[src/hw/rtl/oll_pkg.sv]
// oll_pkg: sizes, types and command codes of the ordered label list
// no dependencies; imported by the top level

package oll_pkg;

    localparam int CAPACITY   = 16;
    localparam int LABEL_BITS = 16;

    localparam int CMD_W   = 4;
    localparam int INDEX_W = 4;
    localparam int LABEL_W = 16;
    localparam int VALUE_W = 16;

    localparam int IDX_W = $clog2(CAPACITY);
    localparam int CNT_W = $clog2(CAPACITY + 1);
    localparam int CMP_W = (CNT_W > INDEX_W) ? CNT_W : INDEX_W;

    typedef logic [IDX_W-1:0]      addr_t;
    typedef logic [CNT_W-1:0]      cnt_t;
    typedef logic [LABEL_BITS-1:0] lab_t;
    typedef logic [CMD_W-1:0]      cmd_t;

    localparam cmd_t CMD_PUSH_FRONT   = 4'd0;
    localparam cmd_t CMD_APPEND       = 4'd1;
    localparam cmd_t CMD_INSERT       = 4'd2;
    localparam cmd_t CMD_DELETE_AT    = 4'd3;
    localparam cmd_t CMD_PULL         = 4'd4;
    localparam cmd_t CMD_POP          = 4'd5;
    localparam cmd_t CMD_GET          = 4'd6;
    localparam cmd_t CMD_FIRST        = 4'd7;
    localparam cmd_t CMD_LAST         = 4'd8;
    localparam cmd_t CMD_UPDATE_AT    = 4'd9;
    localparam cmd_t CMD_UPDATE_FIRST = 4'd10;
    localparam cmd_t CMD_UPDATE_LAST  = 4'd11;
    localparam cmd_t CMD_DELETE_VALUE = 4'd12;
    localparam cmd_t CMD_CONTAINS     = 4'd13;
    localparam cmd_t CMD_CLEAR        = 4'd14;

endpackage

[src/hw/rtl/oll_ram.sv]
// oll_ram: generic single-write, single-read synchronous RAM
// read data is registered; no dependencies

module oll_ram #(
    parameter int WIDTH = 16,
    parameter int DEPTH = 16
) (
    input  logic                     clk,
    input  logic                     we,
    input  logic [$clog2(DEPTH)-1:0] waddr,
    input  logic [WIDTH-1:0]         wdata,
    input  logic                     re,
    input  logic [$clog2(DEPTH)-1:0] raddr,
    output logic [WIDTH-1:0]         rdata
);

    logic [WIDTH-1:0] mem [DEPTH];
    logic [WIDTH-1:0] rdata_reg;

    always_ff @(posedge clk)
    begin
        if (we)
        begin
            mem[waddr] <= wdata;
        end
        if (re)
        begin
            rdata_reg <= mem[raddr];
        end
    end

    assign rdata = rdata_reg;

endmodule

[src/hw/rtl/ordered_label_list.sv]
// Ordered label list: a bounded list of up to CAPACITY labels in one RAM.
// A request is taken when start is high and busy is low. Commands that touch
// at most one entry without reading it (append, update, clear, any failing
// command) keep busy low and give their result in the next cycle.
// Get, first, last and pop read one entry and are busy in S_READ; the result
// is registered from the RAM read data. Insert and push front onto a
// non-empty list walk the entries from the back down to the insert point, one
// entry per cycle, then write the label. Delete at index and pull walk from
// the index (the front for pull) to the back; delete by value and contains
// walk from the front. The walk is set by the single RAM read port, one entry
// per cycle. The result is shown for exactly one cycle with done high; ok and
// value hold until the next request is taken.
// Depends on oll_pkg and oll_ram.

module ordered_label_list
    import oll_pkg::*;
(
    input  logic               clk,
    input  logic               rst_n,
    input  logic               start,
    output logic               busy,
    input  logic [CMD_W-1:0]   cmd,
    input  logic [INDEX_W-1:0] index,
    input  logic [LABEL_W-1:0] label,
    output logic               done,
    output logic               ok,
    output logic [VALUE_W-1:0] value,
    output logic [CNT_W-1:0]   count_now
);

    localparam logic [2:0] S_IDLE = 3'd0;
    localparam logic [2:0] S_READ = 3'd1;
    localparam logic [2:0] S_SHR  = 3'd2;
    localparam logic [2:0] S_WLAB = 3'd3;
    localparam logic [2:0] S_HEAD = 3'd4;
    localparam logic [2:0] S_SHL  = 3'd5;
    localparam logic [2:0] S_SRCH = 3'd6;

    logic [2:0]         state_reg, state_next;
    cnt_t               count_reg, count_next;
    logic               done_reg, done_next;
    logic               ok_reg, ok_next;
    logic [VALUE_W-1:0] value_reg, value_next;
    addr_t              rp_reg, rp_next;
    addr_t              pos_reg, pos_next;
    lab_t               lab_reg, lab_next;
    cmd_t               cmd_reg, cmd_next;

    logic               ram_we;
    addr_t              ram_waddr;
    lab_t               ram_wdata;
    logic               ram_re;
    addr_t              ram_raddr;
    lab_t               ram_rdata;

    lab_t               lab_in;
    addr_t              idx_addr;
    addr_t              last_addr;
    addr_t              cnt_addr;
    logic               in_range;
    logic               full;
    logic               empty;
    logic               ins_legal;
    addr_t              ins_pos;

    oll_ram #(
        .WIDTH (LABEL_BITS),
        .DEPTH (CAPACITY)
    ) u_ram (
        .clk   (clk),
        .we    (ram_we),
        .waddr (ram_waddr),
        .wdata (ram_wdata),
        .re    (ram_re),
        .raddr (ram_raddr),
        .rdata (ram_rdata)
    );

    assign lab_in    = label[LABEL_BITS-1:0];
    assign idx_addr  = IDX_W'(index);
    assign last_addr = IDX_W'(count_reg - 1'b1);
    assign cnt_addr  = IDX_W'(count_reg);
    assign in_range  = CMP_W'(index) < CMP_W'(count_reg);
    assign full      = count_reg == CNT_W'(CAPACITY);
    assign empty     = count_reg == '0;
    assign busy      = state_reg != S_IDLE;

    always_comb
    begin
        ins_legal = 1'b0;
        ins_pos   = '0;
        case (cmd)
            CMD_PUSH_FRONT:
            begin
                ins_legal = !full;
                ins_pos   = '0;
            end
            CMD_APPEND:
            begin
                ins_legal = !full;
                ins_pos   = cnt_addr;
            end
            CMD_INSERT:
            begin
                ins_legal = !full && in_range;
                ins_pos   = idx_addr;
            end
            default:
            begin
                ins_legal = 1'b0;
                ins_pos   = '0;
            end
        endcase
    end

    always_comb
    begin
        state_next = state_reg;
        count_next = count_reg;
        done_next  = 1'b0;
        ok_next    = ok_reg;
        value_next = value_reg;
        rp_next    = rp_reg;
        pos_next   = pos_reg;
        lab_next   = lab_reg;
        cmd_next   = cmd_reg;
        ram_we     = 1'b0;
        ram_waddr  = '0;
        ram_wdata  = lab_reg;
        ram_re     = 1'b0;
        ram_raddr  = '0;

        case (state_reg)
            S_IDLE:
            begin
                if (start)
                begin
                    cmd_next = cmd;
                    lab_next = lab_in;
                    // failing requests finish at once with ok low and value zero
                    done_next  = 1'b1;
                    ok_next    = 1'b0;
                    value_next = '0;
                    case (cmd)
                        CMD_PUSH_FRONT, CMD_APPEND, CMD_INSERT:
                        begin
                            if (ins_legal)
                            begin
                                if (ins_pos == cnt_addr)
                                begin
                                    ram_we     = 1'b1;
                                    ram_waddr  = cnt_addr;
                                    ram_wdata  = lab_in;
                                    ok_next    = 1'b1;
                                    count_next = count_reg + 1'b1;
                                end
                                else
                                begin
                                    // open a gap: walk from the back down
                                    done_next  = 1'b0;
                                    ram_re     = 1'b1;
                                    ram_raddr  = last_addr;
                                    rp_next    = last_addr;
                                    pos_next   = ins_pos;
                                    state_next = S_SHR;
                                end
                            end
                        end
                        CMD_DELETE_AT, CMD_PULL:
                        begin
                            if ((cmd == CMD_DELETE_AT) ? in_range : !empty)
                            begin
                                done_next  = 1'b0;
                                ram_re     = 1'b1;
                                ram_raddr  = (cmd == CMD_DELETE_AT) ? idx_addr : '0;
                                rp_next    = ram_raddr;
                                state_next = S_HEAD;
                            end
                        end
                        CMD_POP, CMD_FIRST, CMD_LAST, CMD_GET:
                        begin
                            if ((cmd == CMD_GET) ? in_range : !empty)
                            begin
                                done_next  = 1'b0;
                                ram_re     = 1'b1;
                                ram_raddr  = (cmd == CMD_GET)   ? idx_addr :
                                             (cmd == CMD_FIRST) ? '0 : last_addr;
                                state_next = S_READ;
                            end
                        end
                        CMD_UPDATE_AT, CMD_UPDATE_FIRST, CMD_UPDATE_LAST:
                        begin
                            if ((cmd == CMD_UPDATE_AT) ? in_range : !empty)
                            begin
                                ram_we    = 1'b1;
                                ram_waddr = (cmd == CMD_UPDATE_AT)    ? idx_addr :
                                            (cmd == CMD_UPDATE_FIRST) ? '0 : last_addr;
                                ram_wdata = lab_in;
                                ok_next   = 1'b1;
                            end
                        end
                        CMD_DELETE_VALUE, CMD_CONTAINS:
                        begin
                            if (!empty)
                            begin
                                done_next  = 1'b0;
                                ram_re     = 1'b1;
                                ram_raddr  = '0;
                                rp_next    = '0;
                                state_next = S_SRCH;
                            end
                        end
                        CMD_CLEAR:
                        begin
                            ok_next    = 1'b1;
                            count_next = '0;
                        end
                        default:
                        begin
                            ok_next = 1'b0;
                        end
                    endcase
                end
            end

            S_READ:
            begin
                done_next  = 1'b1;
                ok_next    = 1'b1;
                value_next = VALUE_W'(ram_rdata);
                if (cmd_reg == CMD_POP)
                begin
                    count_next = count_reg - 1'b1;
                end
                state_next = S_IDLE;
            end

            S_SHR:
            begin
                // data read last cycle moves one place back
                ram_we    = 1'b1;
                ram_waddr = rp_reg + 1'b1;
                ram_wdata = ram_rdata;
                if (rp_reg == pos_reg)
                begin
                    state_next = S_WLAB;
                end
                else
                begin
                    ram_re    = 1'b1;
                    ram_raddr = rp_reg - 1'b1;
                    rp_next   = rp_reg - 1'b1;
                end
            end

            S_WLAB:
            begin
                ram_we     = 1'b1;
                ram_waddr  = pos_reg;
                ram_wdata  = lab_reg;
                done_next  = 1'b1;
                ok_next    = 1'b1;
                count_next = count_reg + 1'b1;
                state_next = S_IDLE;
            end

            S_HEAD, S_SRCH:
            begin
                if (state_reg == S_HEAD || ram_rdata == lab_reg)
                begin
                    value_next = (state_reg == S_HEAD) ? VALUE_W'(ram_rdata) : '0;
                    if (cmd_reg == CMD_CONTAINS || rp_reg == last_addr)
                    begin
                        done_next  = 1'b1;
                        ok_next    = 1'b1;
                        if (cmd_reg != CMD_CONTAINS)
                        begin
                            count_next = count_reg - 1'b1;
                        end
                        state_next = S_IDLE;
                    end
                    else
                    begin
                        // close the gap: walk from the removed entry to the back
                        ram_re     = 1'b1;
                        ram_raddr  = rp_reg + 1'b1;
                        rp_next    = rp_reg + 1'b1;
                        state_next = S_SHL;
                    end
                end
                else if (rp_reg == last_addr)
                begin
                    done_next  = 1'b1;
                    ok_next    = 1'b0;
                    value_next = '0;
                    state_next = S_IDLE;
                end
                else
                begin
                    ram_re    = 1'b1;
                    ram_raddr = rp_reg + 1'b1;
                    rp_next   = rp_reg + 1'b1;
                end
            end

            S_SHL:
            begin
                ram_we    = 1'b1;
                ram_waddr = rp_reg - 1'b1;
                ram_wdata = ram_rdata;
                if (rp_reg == last_addr)
                begin
                    done_next  = 1'b1;
                    ok_next    = 1'b1;
                    count_next = count_reg - 1'b1;
                    state_next = S_IDLE;
                end
                else
                begin
                    ram_re    = 1'b1;
                    ram_raddr = rp_reg + 1'b1;
                    rp_next   = rp_reg + 1'b1;
                end
            end

            default:
            begin
                state_next = S_IDLE;
            end
        endcase
    end

    always_ff @(posedge clk or negedge rst_n)
    begin
        if (!rst_n)
        begin
            state_reg <= S_IDLE;
            count_reg <= '0;
            done_reg  <= 1'b0;
        end
        else
        begin
            state_reg <= state_next;
            count_reg <= count_next;
            done_reg  <= done_next;
        end
    end

    always_ff @(posedge clk)
    begin
        ok_reg    <= ok_next;
        value_reg <= value_next;
        rp_reg    <= rp_next;
        pos_reg   <= pos_next;
        lab_reg   <= lab_next;
        cmd_reg   <= cmd_next;
    end

    assign done      = done_reg;
    assign ok        = ok_reg;
    assign value     = value_reg;
    assign count_now = count_reg;

`ifndef SYNTHESIS
    a_done_idle: assert property (@(posedge clk) disable iff (!rst_n)
        done_reg |-> state_reg == S_IDLE)
        else $error("result shown while a walk is still running");

    a_fail_count: assert property (@(posedge clk) disable iff (!rst_n)
        (done_reg && !ok_reg) |-> count_reg == $past(count_reg))
        else $error("failed request changed the count");

    a_fail_value: assert property (@(posedge clk) disable iff (!rst_n)
        (done_reg && !ok_reg) |-> value_reg == '0)
        else $error("failed request returned a nonzero value");

    a_no_overlap: assert property (@(posedge clk) disable iff (!rst_n)
        (ram_we && ram_re) |-> ram_waddr != ram_raddr)
        else $error("read and write of the same entry in one cycle");

    a_count_cap: assert property (@(posedge clk) disable iff (!rst_n)
        busy |-> (count_reg != '0 && count_reg <= CNT_W'(CAPACITY)))
        else $error("walk started on an empty or overfull list");
`endif

endmodule
[config.mk]
export PLATFORM = sky130hd
export DESIGN_NAME = ordered_label_list
export DESIGN_NICKNAME = d
export VERILOG_FILES = /design/src/hw/rtl/oll_pkg.sv /design/src/hw/rtl/oll_ram.sv /design/src/hw/rtl/ordered_label_list.sv
export SDC_FILE = /design/constraint.sdc
export NUM_CORES = 1
export LEC_CHECK = 0
export BUFFER_PORTS_ARGS = -buffer_cell sky130_fd_sc_hd__buf_2
export CAP_MARGIN = 10
export CORE_AREA = 5 5 162 242
export DETAILED_ROUTE_END_ITERATION = 6
export DIE_AREA = 0 0 167 247
export PLACE_DENSITY_LB_ADDON = 0.25
export SYNTH_ARGS = -nofsm -noshare
export SYNTH_HDL_FRONTEND = slang
export SYNTH_HIERARCHICAL = 1
export SYNTH_SLANG_ARGS = --single-unit
[constraint.sdc]
create_clock -name clk -period 10.24 [get_ports clk]
set_clock_uncertainty 0.05 [all_clocks]
set_input_delay 1.024 -clock clk [delete_from_list [all_inputs] [get_ports clk]]
set_output_delay 1.024 -clock clk [all_outputs]
set_load 0.02 [all_outputs]
### After elaboration in Yosys (flattened, before gate mapping)

Memory sizes are Yosys's and may differ from the RTL's. A register that Yosys moved wholly into a read port is not among the register bits.
Index checks and enable logic that the tools add are counted.

* bits in registers: 54
* bits in writable memories: 256
* input bits: 27
* output and inout port bits: 24
* word-level logic and storage cells: 202
* memories kept: 1

Memories
* u_ram.mem: words 16, bits a word 16, read ports 1, clocked after memory_dff 1, write ports 1, line oll_ram.sv:17 `logic [WIDTH-1:0] mem [DEPTH];`

* $add $sub $neg: 4
* order comparisons: 1
* equal/unequal tests: 48
* multiplexer cells: 108
* bitwise logic cells: 1
* reductions and logical operators: 30

Operator list (count)
* two-way mux 16 bit: 8
* two-way mux 4 bit: 27
* one-hot mux 16 bit (2 select lines): 2
* one-hot mux 16 bit (3 select lines): 1
* one-hot mux 4 bit (4 select lines): 3
* two-way mux 5 bit: 8
* equality test 4 bit, second input constant: 8
* two-way mux 1 bit: 32
* two-way mux 3 bit: 10
* != test 3 bit, second input constant: 9
* one-hot mux 5 bit (5 select lines): 1
* one-hot mux 3 bit (4 select lines): 2
* one-hot mux 4 bit (3 select lines): 2
* equality test 4 x 3 -> 1 bit, second input constant: 5
* one-hot mux 1 bit (4 select lines): 5
* equality test 16 bit: 1
* != test 2 bit, second input constant: 8
* one-hot mux 4 bit (2 select lines): 2
* equality test 4 bit: 3
* OR reduction 2 bit: 6
* one-hot mux 5 bit (2 select lines): 1
* AND reduction 10 bit: 1
* AND reduction 5 bit: 2
* equality test 3 bit, second input constant: 3
* other kinds (32): 42

### Longest topological paths before layout

* depth after elaboration: 10
* gate-level depth with buffers: 17
* mapped depth without buffers: 13

### Cells and area by module

Netlist, hierarchy kept.

Modules (own cells, without submodules)
* oll_ram: instances 1, cells an instance 432, area each 10202.3 um^2, sequential area each 8167.8 um^2
* ordered_label_list: instances 1, cells an instance 471, area each 4302.9 um^2, sequential area each 1576.5 um^2

### Worst setup path after synthesis

Ideal clock, no wire load.

* kind: input to register
* start: input index[2]
* end: memory u_ram.mem[0][0], enable pin
* setup time: 0.409 ns
* data arrival time: 4.486 ns
* data required time: 9.781 ns
* slack: 5.295 ns
* stages: 12
* buffers on the path: 2
* cell sequence: ha_1 -> o21ai_0 -> or3_1 -> o21ai_1 -> or3_4 -> o21bai_1 -> and2_1 -> buf_6 -> buf_6 -> or3_1 -> or3b_2 -> nor3_1

* longest elaborated chain between the ends: 9
* elaborated cells between the ends (all ways): 21
* classes of those cells: order compare (1); eq/ne (1); mux (18); reduce/logical (1)

RTL lines
* from (decl): line ordered_label_list.sv:23 `input logic [INDEX_W-1:0] index,`
* < comparator 4 x 5 -> 1 bit / one-hot mux 4 bit (2 select lines) (equally long branches): line ordered_label_list.sv:83, ordered_label_list.sv:92
* logical AND 1 bit / equality test 4 bit (equally long branches): line ordered_label_list.sv:105, ordered_label_list.sv:149
* one-hot mux 1 bit (2 select lines) / two-way mux 1 bit (equally long branches): line ordered_label_list.sv:92, ordered_label_list.sv:149
* two-way mux 1 bit: line ordered_label_list.sv:147 `if (ins_legal)`
* one-hot mux 1 bit (2 select lines) (*): line ordered_label_list.sv:144 `case (cmd)`
* two-way mux 1 bit (*): line ordered_label_list.sv:136 `if (start)`
* one-hot mux 1 bit (2 select lines) (*): line ordered_label_list.sv:133 `case (state_reg)`
* via ram_we: line ordered_label_list.sv:49 `logic ram_we;`
* two-way mux 1 bit (*): line oll_ram.sv:22 `if (we)`
* two-way mux 1 bit (not written as such) (*): line oll_ram.sv:24 `mem[waddr] <= wdata;`
* to (decl): line oll_ram.sv:17

Mark *: on every way through the listed nets, which the timed path passes. The rest lies on a longest branch.

### Worst setup path in the final report

* start: register count_reg[2], in the netlist count_now[2]
* end: register u_ram.rdata_reg[11], in the netlist u_ram/rdata[11], read port of u_ram.mem, data pin

* longest elaborated chain between the ends: 8
* elaborated cells between the ends (all ways): 37
* classes of those cells: add/sub (1); order compare (1); eq/ne (3); mux (27); reduce/logical (5)

RTL lines
* from (decl): line ordered_label_list.sv:40 `cnt_t count_reg, count_next;`
* from (signal assigned): line ordered_label_list.sv:344 `count_reg <= count_next;`
* parallel branches: the longest is 7 deep, another holds < comparator 4 x 5 -> 1 bit
* one-hot mux 4 bit (4 select lines) (*): line ordered_label_list.sv:133
* via ram_raddr[0]: line ordered_label_list.sv:53 `addr_t ram_raddr;`
* to (decl): line oll_ram.sv:18 `logic [WIDTH-1:0] rdata_reg;`

Mark *: on every way through the listed nets, which the timed path passes.
A chain may end at the register's enable or synchronous reset.

==> metrics.md <==
| Metric | Value |
|---|---|
| Status | `finished, final reports clean` |
| DRT iter0 DRCs | `754` |
| Clock Tree Buf Depth | `3` |
| Diode count | `0` |
| Peak supply drop | `0.000196 V` |
| Critical Path End | `u_ram/rdata[11]` |
| Path depth of the worst reg2reg path | `13` |
| Unrepaired setup endpoints after global routing | `false` |
| Synthesized Nets | `about 940` |
| IO Count | `51` |
| Max-Slew Margin vs Limit | `between 20% and 30%` |
| Critical Path Sink Type | `flip-flop` |
| Sequential area share after synthesis | `between 60% and 70%` |
| Layout area overhead | `12.4%` |
| CTS resizes | `0` |
| Starting density of the core | `approximately two fifths` |
| Total global-route track usage | `around 18%` |
| Final WL | `37300 um` |
| Reg clk slew, reported paths | `about 70 ps` |
| Max Cap Viol | `0` |
| Largest net degree at the start of global routing | `65` |
| Critical register-to-register path endpoint | `u_ram/rdata[11]` |
| Final Slew Violations | `0` |
| Setup violations, final | `0` |
| CTS tree | `done` |
| Vias in the first global route | `roughly 8.9k` |
| Post-synth cell types | `80` |
| Post-DR vias/cell | `5.85` |
| Nets@finish | `around 1000` |
| Least-Margin Pin Slew | `between 1000 and 1500 ps` |
| Final ANT Viol Nets | `0` |
| Chip Width | `approximately 170 um` |
| Global-route wire length before repair | `55700 um` |
| Most used DFF post-synth | `edfxtp_1` |
| Num rows | `between 80 and 90` |
| P per Cell Area | `329 mW/mm2` |
| DRC | `0` |
| Required @ worst endpoint | `between 10000 and 15000 ps` |
| DP Area | `between 0.015 and 0.02 mm2` |
| Sequential Area | `0.00974 mm2` |
| Initial antenna violation count | `0` |
| Worst-path maximum fanout | `46` |
| Most flop-heavy register | `u_ram/mem` |
| Flops & latches, synth | `326` |
| Chip height | `about 250 um` |
| Share of post-route cells with drive strength above 1 | `a little over a fifth` |
| Htree depth | `1` |
| Tmin final | `5750 ps` |
| Setup Buffers After CTS | `0` |
| Hpwl dp | `approximately 24000 um` |
| # port buffers | `50` |
| CTS Sinks | `approximately 330` |
| Area occupied by multi-input gates | `about 0.0045 mm2` |
| Clock Latency Late Sink | `590 ps` |
| Cells after synthesis | `approximately 900` |
| Number of hold buffers added after CTS | `0` |
| Arrival time at the worst endpoint | `slightly above 6000 ps` |
| Grt ovf | `0` |
| Reg2reg setup slack | `4490 ps` |
| TritonCTS Buffers | `30` |
| Fmax | `around 170 MHz` |
| Final Wtd Congestion | `0.910` |
| Reg2reg start | `count_now[2]` |
| Fill cells | `3231` |
| TNS Setup | `0 ps` |
| DR vias | `about 8.6k` |
| Cell Area, Synth | `0.0145 mm2` |
| DR pass1 iterations | `5` |
| Syn. warnings | `6` |
| Max reg flops | `256` |
| Crit path launch | `count_now[2]` |
| Core area | `~0.037 mm2` |
| Post-synth EDFFs | `about 320` |
| Leakage | `between 5 and 6 nW` |
| Per-cell routed wire length | `roughly 25 um` |
| Fin. Hold Viols | `0` |
| Synth async-reset ratio | `approximately 2.8%` |
| Kind of critical path | `reg2reg` |
| CTS root buf | `clkbuf_16` |
| Startpoint types | `flip-flop` |
| HP Class | `in2async` |
| Synthesized area per cell | `between 15 and 20 um2` |
| Period utilisation layout | `between 50% and 60%` |
| Fin area | `about 0.016 mm2` |
| Full die area | `about 0.041 mm2` |
==> cell usage after synthesis, drive strengths merged (4+ instances only) <==
library cell	n	area, um2
nand2	49	184
o22ai	4	25.0
and3	4	25.0
nand4	6	37.5
xnor2	28	253
a31oi	4	25.0
ha	9	113
a221oi	8	70.1
o311ai	5	51.3
or3	5	36.3
buf	25	174
o31ai	5	37.5
a21oi	22	110
nand2b	11	76.3
nand3	7	35.0
clkbuf	25	95.1
nor2	58	220
nor2b	25	156
nor3	10	61.3
dfrtp	9	225
o221ai	9	85.1
inv	18	67.6
a32oi	4	35.0
or2	4	27.5
a221o	19	190
a22oi	42	315
mux4	64	1480
o21ai	36	180
and2	23	144
edfxtp	317	9520
==> worst min-delay path by stage <==
stage                                from      endpoint  slack, ps  cells past startpoint
after CTS                           rst_n  count_now[4]        230                      1
after floorplan            u_ram/rdata[0]      value[0]        510                      1
after global routing                rst_n  count_now[3]        250                      1
after global placement    u_ram/rdata[13]     value[13]        520                      1
final                               rst_n  count_now[4]        240                      1
after detailed placement   u_ram/rdata[5]      value[5]        540                      1
==> final cells by class <==
cell class	count	share of cell area [%]
well taps	484	3.71
repair buffers	76	2.73
inverters	19	0.437
clock inverters	18	0.967
flip-flops and latches	326	59.8
clock buffers	37	4.77
multi-input cells	508	27.6
==> per-stage QoR <==
stage / power (mW) / setup slack [ps] / hold slack, ps / instances / utilization (%)
after floorplan: 3.66 / 5290 / 514 / 903 / -
after global placement: 4.32 / 4250 / 522 / 1413 / 41.9
after detailed placement: 4.34 / 4160 / 540 / 1413 / 41.9
after CTS: 5.42 / 4410 / 226 / 1468 / 44.4
after global routing: 5.66 / 3970 / 249 / 1468 / 44.4
final: 5.37 / 4490 / 239 / 1468 / 44.4
==> layout by cell type, fill, tap and decap left out, types with 4 or more instances in the layout <==
cell type / n
or3_1: 4
dfrtp_1: 9
mux4_2: 54
nor2_2: 14
clkinv_1: 7
a221oi_1: 8
buf_4: 26
o22ai_1: 4
a21oi_1: 22
edfxtp_1: 317
nand2_1: 49
a22oi_1: 42
nor2b_1: 25
ha_1: 9
xnor2_1: 27
nand4_1: 6
a31oi_1: 4
nor3_1: 5
inv_1: 16
and3_1: 4
o21ai_0: 34
nand2b_1: 10
a221o_1: 19
nand3_1: 7
nor2_1: 44
mux4_1: 10
nor3_2: 4
buf_2: 50
o31ai_1: 5
a32oi_1: 4
o221ai_1: 7
and2_1: 22
clkbuf_16: 30
clkbuf_1: 7
==> worst max-delay path, cell delays in order (launching register included) <==
cell	delay (ps)
dfrtp_1	680
inv_1	230
ha_1	330
o21ai_0	380
or3_1	170
o21ai_1	50
or3_4	370
and2b_1	310
o211ai_1	270
o221ai_4	830
buf_4	850
mux4_1	650
a22oi_1	190
nand2_1	90
==> power by group <==
group          switching, mW  internal (mW)  total [mW]
combinational           1.32          0.842        2.16
sequential             0.151           1.98        2.14
clock                  0.500          0.572        1.07
==> routing by layer <==
layer	global-route usage, %	share of wire [%]	vias to the layer above
li1	-	-	3759
met1	20.1	36	4434
met2	34.3	55	320
met3	2.49	5.2	73
met4	6.79	3.5	0
met5	0	0	-
==> cells by family after synthesis <==
logic type	synth area share (%)
buffers and inverters	2.35
DFF	67.2
and+or+nand+nor	7.53
xor gates and xnor gates	1.92
adders and majority gates	0.776
AOI/OAI and AO/OA	9.79
muxes	10.5
Note: power is estimated with default switching activity, not from simulation.
